File: src/rtl/core/rcm_pkg.sv
// ----------------------------------------------------------------------------
// rcm_pkg
// Shared types, widths and register codes of the random channel multiplexer.
// ----------------------------------------------------------------------------
package rcm_pkg;

   // Outputs handled by the block; output 0 is the idle output.
   localparam int unsigned MaxOutputs = 16;
   localparam int unsigned CountW     = $clog2(MaxOutputs + 1);
   localparam int unsigned IdxW       = $clog2(MaxOutputs);

   localparam int unsigned TimeW     = 16;
   localparam int unsigned RandByteW = 8;
   localparam int unsigned EnW       = 2;
   localparam int unsigned CsrIdxW   = 3;
   localparam int unsigned CsrDataW  = 16;
   localparam int unsigned OcRegW    = 5;

   localparam int unsigned ReqDataW  = 64;
   localparam int unsigned RspDataW  = 16;

   // Configuration register indexes.
   localparam logic [CsrIdxW-1:0] CsrMinTime  = 3'd0;
   localparam logic [CsrIdxW-1:0] CsrMaxTime  = 3'd1;
   localparam logic [CsrIdxW-1:0] CsrSlowMode = 3'd2;
   localparam logic [CsrIdxW-1:0] CsrSeqMode  = 3'd3;
   localparam logic [CsrIdxW-1:0] CsrOutCount = 3'd4;

   // Enable state codes.
   localparam logic [EnW-1:0] EnOff     = 2'd0;
   localparam logic [EnW-1:0] EnOn      = 2'd1;
   localparam logic [EnW-1:0] EnFellOff = 2'd2;
   localparam logic [EnW-1:0] EnRoseOn  = 2'd3;

   typedef logic [MaxOutputs-1:0] sel_type;
   typedef logic [TimeW-1:0]      time_type;

endpackage

File: src/rtl/core/random_channel_multiplexer_top.sv
// ----------------------------------------------------------------------------
// random_channel_multiplexer_top
// Keeps one of up to 16 outputs active and switches it after random intervals.
// ----------------------------------------------------------------------------
// Each request transfer is one evaluation tick: it carries the enable state,
// an init flag, the fast and slow time counters and fresh random numbers.
// While enabled, the block waits min_time plus a random share of the span
// (max_time - min_time) mod 2^16, then activates another output, picked at
// random or in sequence; when disabled it falls back to idle output 0. Every
// request gives exactly one response with the one-hot selection and an
// "updated" flag. Throughput is one transfer per clock; the response appears
// the cycle after acceptance. The whole evaluation (16x16 interval multiply,
// 8x5 pick multiply, elapsed time compare, lowest-active-output search) is
// combinational between the request port and the response register. The
// response register is freed in the same cycle it is taken, so back-to-back
// transfers never stall unless the response side holds off.
// ----------------------------------------------------------------------------
module random_channel_multiplexer_top (
   input  logic                           clock,
   input  logic                           reset,
   // request channel
   input  logic                           req_tvalid,
   output logic                           req_tready,
   // [1:0] enable_state, [17:2] time_fast, [33:18] time_slow,
   // [49:34] rand_word, [57:50] rand_byte, [63:58] zero
   input  logic [rcm_pkg::ReqDataW-1:0]   req_tdata,
   // [0] init
   input  logic                           req_tuser,
   // response channel
   output logic                           rsp_tvalid,
   input  logic                           rsp_tready,
   // [15:0] selected_onehot
   output logic [rcm_pkg::RspDataW-1:0]   rsp_tdata,
   // [0] updated
   output logic                           rsp_tuser,
   // configuration write port
   input  logic                           csr_we,
   input  logic [rcm_pkg::CsrIdxW-1:0]    csr_index,
   input  logic [rcm_pkg::CsrDataW-1:0]   csr_wdata
);

   // configuration registers
   rcm_pkg::time_type              min_time_ff;
   rcm_pkg::time_type              max_time_ff;
   logic                           slow_mode_ff;
   logic                           seq_mode_ff;
   logic [rcm_pkg::OcRegW-1:0]     out_count_ff;

   // evaluation state
   rcm_pkg::time_type              start_time_ff, start_time_in;
   rcm_pkg::time_type              interval_ff, interval_in;
   rcm_pkg::sel_type               selection_ff, selection_in;

   // response register
   logic                           rsp_valid_ff, rsp_valid_in;
   rcm_pkg::sel_type               rsp_sel_ff;
   logic                           rsp_upd_ff, rsp_upd_in;

   // request fields
   logic [rcm_pkg::EnW-1:0]        en_raw;
   logic [rcm_pkg::EnW-1:0]        en;
   rcm_pkg::time_type              time_fast;
   rcm_pkg::time_type              time_slow;
   rcm_pkg::time_type              rand_word;
   logic [rcm_pkg::RandByteW-1:0]  rand_byte;
   rcm_pkg::time_type              now;

   // datapath
   logic                           accept;
   logic [rcm_pkg::CountW-1:0]     count;
   logic [rcm_pkg::CountW-1:0]     count_m1;
   rcm_pkg::time_type              span;
   logic [2*rcm_pkg::TimeW-1:0]    scaled;
   rcm_pkg::time_type              new_interval;
   rcm_pkg::time_type              elapsed;
   logic                           expired;
   logic [rcm_pkg::RandByteW+rcm_pkg::CountW-1:0] pick_prod;
   logic [rcm_pkg::CountW-1:0]     act_rand;
   logic [rcm_pkg::IdxW-1:0]       low_idx;
   logic                           low_found;
   logic [rcm_pkg::CountW-1:0]     act_seq;
   logic [rcm_pkg::CountW-1:0]     act;
   rcm_pkg::sel_type               picked;
   logic                           do_pick;
   logic                           do_idle;

   // --- handshake: response slot frees in the cycle it is taken ---
   assign req_tready = ~rsp_valid_ff | rsp_tready;
   assign accept     = req_tvalid & req_tready;

   assign en_raw    = req_tdata[1:0];
   assign time_fast = req_tdata[17:2];
   assign time_slow = req_tdata[33:18];
   assign rand_word = req_tdata[49:34];
   assign rand_byte = req_tdata[57:50];
   assign now       = slow_mode_ff ? time_slow : time_fast;

   // init forces a clean edge: bit 0 set means just turned on
   always_comb begin
      if (req_tuser) begin
         en = en_raw[0] ? rcm_pkg::EnRoseOn : rcm_pkg::EnFellOff;
      end else begin
         en = en_raw;
      end
   end

   // effective output count: 0 acts as 1, clamped to the block size
   always_comb begin
      if (out_count_ff == '0) begin
         count = rcm_pkg::CountW'(1);
      end else if (rcm_pkg::CountW'(out_count_ff) > rcm_pkg::CountW'(rcm_pkg::MaxOutputs)) begin
         count = rcm_pkg::CountW'(rcm_pkg::MaxOutputs);
      end else begin
         count = rcm_pkg::CountW'(out_count_ff);
      end
   end
   assign count_m1 = count - rcm_pkg::CountW'(1);

   // --- interval: min + (rand_word * span) >> 16, all mod 2^16 ---
   assign span         = max_time_ff - min_time_ff;
   assign scaled       = rand_word * span;
   assign new_interval = min_time_ff + scaled[2*rcm_pkg::TimeW-1:rcm_pkg::TimeW];

   assign elapsed = now - start_time_ff;
   assign expired = (elapsed >= interval_ff);

   // --- random pick: 1 + (rand_byte * (count-1)) >> 8 ---
   assign pick_prod = rand_byte * count_m1;
   assign act_rand  = pick_prod[rcm_pkg::RandByteW+rcm_pkg::CountW-1:rcm_pkg::RandByteW]
                      + rcm_pkg::CountW'(1);

   // --- sequential pick: lowest active output below count, plus one ---
   always_comb begin
      low_idx   = '0;
      low_found = 1'b0;
      for (int i = rcm_pkg::MaxOutputs - 1; i >= 0; i--) begin
         if (selection_ff[i] && (rcm_pkg::CountW'(i) < count)) begin
            low_idx   = rcm_pkg::IdxW'(i);
            low_found = 1'b1;
         end
      end
   end

   always_comb begin
      act_seq = rcm_pkg::CountW'(low_idx) + rcm_pkg::CountW'(1);
      if (!low_found || (act_seq > count_m1)) begin
         act_seq = rcm_pkg::CountW'(1);
      end
   end

   assign act = seq_mode_ff ? act_seq : act_rand;

   // pick out of range (single-output case) leaves nothing active
   always_comb begin
      picked = '0;
      if (act < count) begin
         picked = rcm_pkg::sel_type'(1) << act[rcm_pkg::IdxW-1:0];
      end
   end

   assign do_pick = (en == rcm_pkg::EnRoseOn) || ((en == rcm_pkg::EnOn) && expired);
   assign do_idle = (en == rcm_pkg::EnFellOff);

   // --- next state ---
   always_comb begin
      start_time_in = start_time_ff;
      interval_in   = interval_ff;
      selection_in  = selection_ff;
      rsp_upd_in    = 1'b0;
      if (do_pick) begin
         start_time_in = now;
         interval_in   = new_interval;
         selection_in  = picked;
         rsp_upd_in    = 1'b1;
      end else if (do_idle) begin
         selection_in  = rcm_pkg::sel_type'(1);
         rsp_upd_in    = 1'b1;
      end
   end

   always_comb begin
      rsp_valid_in = rsp_valid_ff;
      if (accept) begin
         rsp_valid_in = 1'b1;
      end else if (rsp_tready) begin
         rsp_valid_in = 1'b0;
      end
   end

   // --- control and state registers ---
   always_ff @(posedge clock) begin
      if (reset) begin
         min_time_ff   <= '0;
         max_time_ff   <= '0;
         slow_mode_ff  <= 1'b0;
         seq_mode_ff   <= 1'b0;
         out_count_ff  <= rcm_pkg::OcRegW'(2);
         start_time_ff <= '0;
         interval_ff   <= '0;
         selection_ff  <= '0;
         rsp_valid_ff  <= 1'b0;
      end else begin
         rsp_valid_ff <= rsp_valid_in;
         if (accept) begin
            start_time_ff <= start_time_in;
            interval_ff   <= interval_in;
            selection_ff  <= selection_in;
         end
         if (csr_we) begin
            case (csr_index)
               rcm_pkg::CsrMinTime:  min_time_ff  <= csr_wdata;
               rcm_pkg::CsrMaxTime:  max_time_ff  <= csr_wdata;
               rcm_pkg::CsrSlowMode: slow_mode_ff <= csr_wdata[0];
               rcm_pkg::CsrSeqMode:  seq_mode_ff  <= csr_wdata[0];
               rcm_pkg::CsrOutCount: out_count_ff <= csr_wdata[rcm_pkg::OcRegW-1:0];
               default: ;
            endcase
         end
      end
   end

   // --- response payload ---
   always_ff @(posedge clock) begin
      if (accept) begin
         rsp_sel_ff <= selection_in;
         rsp_upd_ff <= rsp_upd_in;
      end
   end

   assign rsp_tvalid = rsp_valid_ff;
   assign rsp_tdata  = rcm_pkg::RspDataW'(rsp_sel_ff);
   assign rsp_tuser  = rsp_upd_ff;

endmodule

File: config.mk
export PLATFORM = sky130hd
export DESIGN_NAME = random_channel_multiplexer_top
export DESIGN_NICKNAME = d
export VERILOG_FILES = /design/src/rtl/core/rcm_pkg.sv /design/src/rtl/core/random_channel_multiplexer_top.sv
export SDC_FILE = /design/constraint.sdc
export NUM_CORES = 1
export LEC_CHECK = 0
export BUFFER_PORTS_ARGS = -buffer_cell sky130_fd_sc_hd__buf_4
export CAP_MARGIN = 15
export CELL_PAD_IN_SITES_DETAIL_PLACEMENT = 1
export CELL_PAD_IN_SITES_GLOBAL_PLACEMENT = 1
export CORE_ASPECT_RATIO = 0.6
export CORE_MARGIN = 2
export CORE_UTILIZATION = 52
export DETAILED_ROUTE_END_ITERATION = 8
export PLACE_DENSITY = 0.93
export SYNTH_ARGS = -nofsm -noshare
export SYNTH_HDL_FRONTEND = slang
export SYNTH_SLANG_ARGS = --single-unit
File: constraint.sdc
create_clock -name clock -period 16.5 [get_ports clock]
set_input_delay 1.65 -clock clock [delete_from_list [all_inputs] [get_ports clock]]
set_output_delay 1.65 -clock clock [all_outputs]
set_load 0.05 [all_outputs]
---- After elaboration in Yosys (flattened, before gate mapping) ----
Cells that the tools add are included.
word-level totals
  register bits ........................... 105
  bits of input ports ..................... 89
  output and inout port bits .............. 19
  word-level logic and storage cells ...... 124
cells by class
  add/sub/neg operators ................... 6
  $mul .................................... 2
  magnitude comparators ................... 20
  equal/unequal tests ..................... 7
  shift operators ......................... 1
  multiplexer cells ....................... 45
  bitwise logic cells ..................... 3
  reductions and logical operators ........ 29
operators with widths
  cell                                                                 count
  16-bit two-way mux                                                   4
  4-bit two-way mux                                                    16
  4-bit by 5-bit < comparator with 1-bit output, first input constant  8
  16-bit by 16-bit multiplier with 32-bit output                       1
  16-bit subtractor                                                    2
  3-bit by 5-bit < comparator with 1-bit output, first input constant  4
  1-bit two-way mux                                                    20
  5-bit two-way mux                                                    4
  1-bit logical AND                                                    17
  16-bit adder                                                         1
  16-bit >= comparator                                                 1
  1-bit by 4-bit << shifter with 16-bit output, first input constant   1
  8-bit by 5-bit multiplier with 13-bit output                         1
  2-bit AND reduction                                                  6
  1-bit by 5-bit < comparator with 1-bit output, first input constant  2
  2-bit by 5-bit < comparator with 1-bit output, first input constant  2
  3-bit by 2-bit == test with 1-bit output, second input constant      2
  4-bit by 1-bit adder with 5-bit output, second input constant        1
  5-bit by 1-bit adder with 5-bit output, second input constant        1
  5-bit > comparator                                                   1
  5-bit > comparator, second input constant                            1
  5-bit logical NOT                                                    1
  5-bit < comparator                                                   1
  5-bit by 1-bit subtractor with 5-bit output, second input constant   1
  12 further kinds                                                     14

---- Longest topological paths before layout ----
  word-level depth ........................ 29
  mapped depth ............................ 45
  gate-level depth less buffers ........... 43

---- Worst setup path before layout ----
No wires, ideal clock.
  kind .................................... reg-to-reg
  start point ............................. register min_time_ff[1]
  end point ............................... register interval_ff[15]
  setup time .............................. 91 ps
  data arrival time ....................... 9403 ps
  data required time ...................... 16409 ps
  path slack .............................. 7006 ps
  cell stages (with the launch flop) ...... 40
  path buffers ............................ 2
  clock period less this slack ............ 9494 ps
  cells stage by stage .................... dfxtp_1 -> inv_1 -> ha_1 -> nor2b_1 -> o21ai_0 -> a21boi_0 -> o21a_1 -> o22a_1 -> a211oi_1 -> or3_1 -> clkbuf_1 -> and2_0 -> clkbuf_1 -> o211ai_1 -> fa_1 -> fa_1 -> fa_1 -> fa_1 -> [4 not listed] -> ha_1 -> a21o_1 -> a21o_1 -> nor3_1 -> a21oi_1 -> a31oi_1 -> o21a_1 -> a21boi_0 -> a21oi_1 -> ha_1 -> or2_2 -> o31ai_1 -> a21oi_1 -> a211o_1 -> a21oi_1 -> xnor2_1 -> nand3_1 -> a311oi_1
on the way
  word-level cells in the longest chain between the ends .. 3
ends and longest elaborated chain
  element                                         line                                   text
  start, declared                                 random_channel_multiplexer_top.sv:43   rcm_pkg::time_type min_time_ff;
  start signal, assigned                          random_channel_multiplexer_top.sv:211  rcm_pkg::CsrMinTime: min_time_ff <= csr_wdata;
  16-bit subtractor                               random_channel_multiplexer_top.sv:120  assign span = max_time_ff - min_time_ff;
  16-bit by 16-bit multiplier with 32-bit output  random_channel_multiplexer_top.sv:121  assign scaled = rand_word * span;
  16-bit adder *                                  random_channel_multiplexer_top.sv:122  assign new_interval = min_time_ff + scaled[2*rcm_pkg::TimeW-1:rcm_pkg::TimeW];
  end signal, assigned                            random_channel_multiplexer_top.sv:206  interval_ff <= interval_in;
  end, declared                                   random_channel_multiplexer_top.sv:51   rcm_pkg::time_type interval_ff, interval_in;
Mark *: on every way between the ends. The rest lies on a longest branch, timed or not.
A chain may end at the register's enable or synchronous reset.

---- Worst setup path in the final report ----
Ends and elaborated chain as after synthesis.

==> impl_metrics.csv <==
group,metric,value,unit
status,outcome,"completed",
logic_synthesis,fraction_of_synthesized_cell_area_taken_by_the_top_area_cell_type,24.5,%
critical_path,critical_path.n_buffers_inverters,4,
worst_hold_path,worstHoldEndpoint,"max_time_ff[3]",
logic_synthesis,synthSimpleGateAreaFrac,19.9,%
logic_synthesis,synthesis.instances,2059,
timing,clock-skew-final,0.0144,ns
critical_path,worst-path-max-fanout,17,
route,detailroute.wirelength.met2,29.3,mm
critical_path,cp_common_cell,"sky130_fd_sc_hd__fa_1",
logic_synthesis,synth.mux.area_fraction,1.48,%
route,antenna_left,0,
route,drt-vias-per-instance,6.48,
route,vias,16400,
floorplan,initial_utilization,53.2,%
final_layout,antenna_cells_inserted,0,
global_routing,gr-total-overflow,0,
critical_path,setup.reg_to_reg.worst_slack,4.38,ns
cts,htreeDepth,3,
route,drc,0,
floorplan,die_h,146,um
cts,clockBufferDepth,2,
logic_synthesis,yosys_register_bits,105,
timing,slew-limit-headroom,20.3,%
final_layout,fin_area,0.0188,mm^2
final_layout,layout-drive-gt1-share,9.28,%
logic_synthesis,synth-warning-count,0,
floorplan,chip_width,240,um
floorplan,design.die.area,0.0350,mm^2
logic_synthesis,combinational_family_with_the_most_area_after_synthesis,"adder cells",
critical_path,crit_path_end_kind,"flop",
timing,final-max-slew-violation-count,0,
cts,cts_setup_buffers,0,
global_routing,via_count_of_the_first_global_routing_pass,18100,
critical_path,r2r-end,"interval_ff[15]",
critical_path,worst-endpoint-required,16.76,ns
cts,insertion_delay,0.38,ns
critical_path,reg2regPathDepth,38,
floorplan,rows,51,
final_layout,n_fill_cell,3876,
route,drt_iter0_drc,1605,
critical_path,setup_crit_path_kind,"flop to flop",
route,post_drt_wl_per_cell,25.3,um
critical_path,timing.critical_path.max_delay_family,"compound AO/OA/AOI/OAI gates",
logic_synthesis,synth.largest_area_cell,"sky130_fd_sc_hd__fa_1",
route,routed_met1_length,24.7,mm
route,routed.top_layer,"met4",
logic_synthesis,seq_area_frac_synth,13.1,%
timing,fmax,82.5,MHz
logic_synthesis,synthesis.area,0.0174,mm^2
logic_synthesis,yosys.area_share.adder,38.7,%
logic_synthesis,synthesized_area_fraction_occupied_by_ao_oa_aoi_and_oai_cells,14.5,%
global_routing,first_pass_grt_wire_length,101,mm
cts,cts-hold-fix-buffers,0,
worst_hold_path,worst_hold_startpoint,"max_time_ff[3]",
route,wl_final,64.0,mm
final_layout,nets_final,2572,
critical_path,worstReg2RegStart,"min_time_ff[1]",
logic_synthesis,mappedNetlistNets,2557,
logic_synthesis,synth_enable_flop_cells,17,
logic_synthesis,top_cells_by_area_in_the_synthesized_netlist,"sky130_fd_sc_hd__fa_1 (25%), sky130_fd_sc_hd__ha_1 (14%), sky130_fd_sc_hd__dfxtp_1 (10%), sky130_fd_sc_hd__inv_1 (6.9%), sky130_fd_sc_hd__nand2_1 (5.2%)",
critical_path,stage_delay_of_the_slowest_cell_on_the_critical_path,0.63,ns
timing,timing.final.setup_violations,0,
floorplan,floorplan.core_area,0.0327,mm^2
logic_synthesis,ys_top_cells_by_count,"sky130_fd_sc_hd__inv_1 (321), sky130_fd_sc_hd__nand2_1 (243), sky130_fd_sc_hd__fa_1 (213)",
placed_design,portBuffers,101,
logic_synthesis,avgSynthCellArea,8.45,um^2
placed_design,gp_congestion,0.940,
timing,fin_setup_tns,0,ns
timing,period_needed,12.12,ns
worst_hold_path,min_delay_path_depth,2,
placed_design,placement.cell_area,0.0184,mm^2
logic_synthesis,post_synthesis_share_of_cell_area_spent_on_xor_and_xnor_gates,2.72,%
logic_synthesis,synth_most_common_cell,"sky130_fd_sc_hd__inv_1",
timing,timing.final.hold_violations,0,
cts,cts_buffers,9,
timing,worst-slew-pin-transition,1.18,ns
floorplan,io_pins,108,
logic_synthesis,synth_cell_type_count,89,
critical_path,cp.arrival,12.38,ns
cts,cts_sinks,105,
logic_synthesis,asyncSetResetFlopFracSynth,0,%
route,met3_length,6.67,mm
global_routing,largest_net_degree_at_the_start_of_global_routing,81,
cts,path_clk_slew,0.08,ns
timing,timing.final.crit_share,73.4,%
cts,cts-resized-gates,0,
job,max_cap_violations,0,
critical_path,crit_path_slowest_cell,"sky130_fd_sc_hd__and2_0",
global_routing,grt_use_total,37.1,%
global_routing,antenna_violations_before_repair,0,
critical_path,worstSetupStartpointType,"flop",
cts,ctsRootBufferMaster,"sky130_fd_sc_hd__clkbuf_16",
cts,tritoncts_clock_tree,"yes",
logic_synthesis,synth-main-ff-cell,"sky130_fd_sc_hd__dfxtp_1",
placed_design,dp_hpwl,47.7,mm
final_layout,flow.area_growth_from_synthesis,7.85,%
worst_hold_path,hp-class,"flop to flop",
timing,rsz_0062_raised_after_global_routing,"false",
route,drtPass1Iterations,6,
worst register-to-register path: cells and delay by family (launching register included):
family                     cells  cell delay [ns]
buffers and inverters          4             0.47
and+or+nand+nor                6             1.63
DFF                            1             0.47
adders and majority gates      9             4.36
AOI/OAI and AO/OA             18             4.94
xor gates and xnor gates       1             0.16
how the worst max path moves through the flow:
| stage | start | to | slack (ns) | cells after the start |
|---|---|---|---|---|
| after detailed placement | min_time_ff[2] | interval_ff[15] | 5.01 | 37 |
| after global routing | min_time_ff[1] | interval_ff[15] | 3.99 | 38 |
| after floorplan | min_time_ff[1] | interval_ff[15] | 7.01 | 39 |
| after global placement | min_time_ff[2] | interval_ff[15] | 5.46 | 37 |
| final | min_time_ff[1] | interval_ff[15] | 4.38 | 38 |
| after CTS | min_time_ff[2] | interval_ff[15] | 4.70 | 37 |
sequential cells by signal, summed over array words and instances, names as in the netlist:
| name | cells |
|---|---|
| interval_ff | 16 |
| max_time_ff | 16 |
| min_time_ff | 16 |
| rsp_tdata | 16 |
| selection_ff | 16 |
| start_time_ff | 16 |
| out_count_ff | 5 |
| rsp_tuser | 1 |
| rsp_tvalid | 1 |
| seq_mode_ff | 1 |
| slow_mode_ff | 1 |
metrics by stage:
stage	hold WS (ns)	cells	util, %	setup slack [ns]
floorplan	0.432	2059	-	7.01
CTS	0.469	2526	57.3	4.70
global route	0.491	2529	57.4	3.99
detailed placement	0.454	2510	56.4	5.01
finish	0.470	2529	57.4	4.38
global placement	0.445	2510	56.4	5.46
cell usage in the layout (no fill, tap or decap), drive strengths merged, types with 70 or more instances in the layout:
cell   Yosys  layout
inv      322     325
nand2    243     243
fa       213     213
ha       196     196
buf       14     121
a21oi    100     100
and2      90      90
dfxtp     88      88
nand3     73      73
nor2      70      70
kinds of logic after synthesis:
| logic type | Yosys count |
|---|---|
| flops | 105 |
| xor+xnor | 54 |
| buf+inv | 440 |
| mux | 24 |
| compound gates | 356 |
| simple gates | 670 |
| fa+ha+maj | 410 |
per-layer routing:
metal | up-vias | GRT usage [%]
li1 | 6892 | -
met1 | 8159 | 47.6
met2 | 1039 | 59.7
met3 | 306 | 8.82
met4 | 0 | 16.8
met5 | - | 0
final cells by class:
cell class | count | area, um^2 | share of cell area, %
Tap cell | 450 | 563 | 3.00
Sequential cell | 105 | 2270 | 12.1
Timing Repair Buffer | 121 | 916 | 4.88
Inverter | 323 | 1210 | 6.46
Clock buffer | 13 | 282 | 1.50
Multi-Input combinational cell | 1514 | 13500 | 71.9
Clock inverter | 3 | 26.3 | 0.140
Power is not shown: default switching activity piles up to over one toggle a cycle in this logic, so the estimate is an artifact.
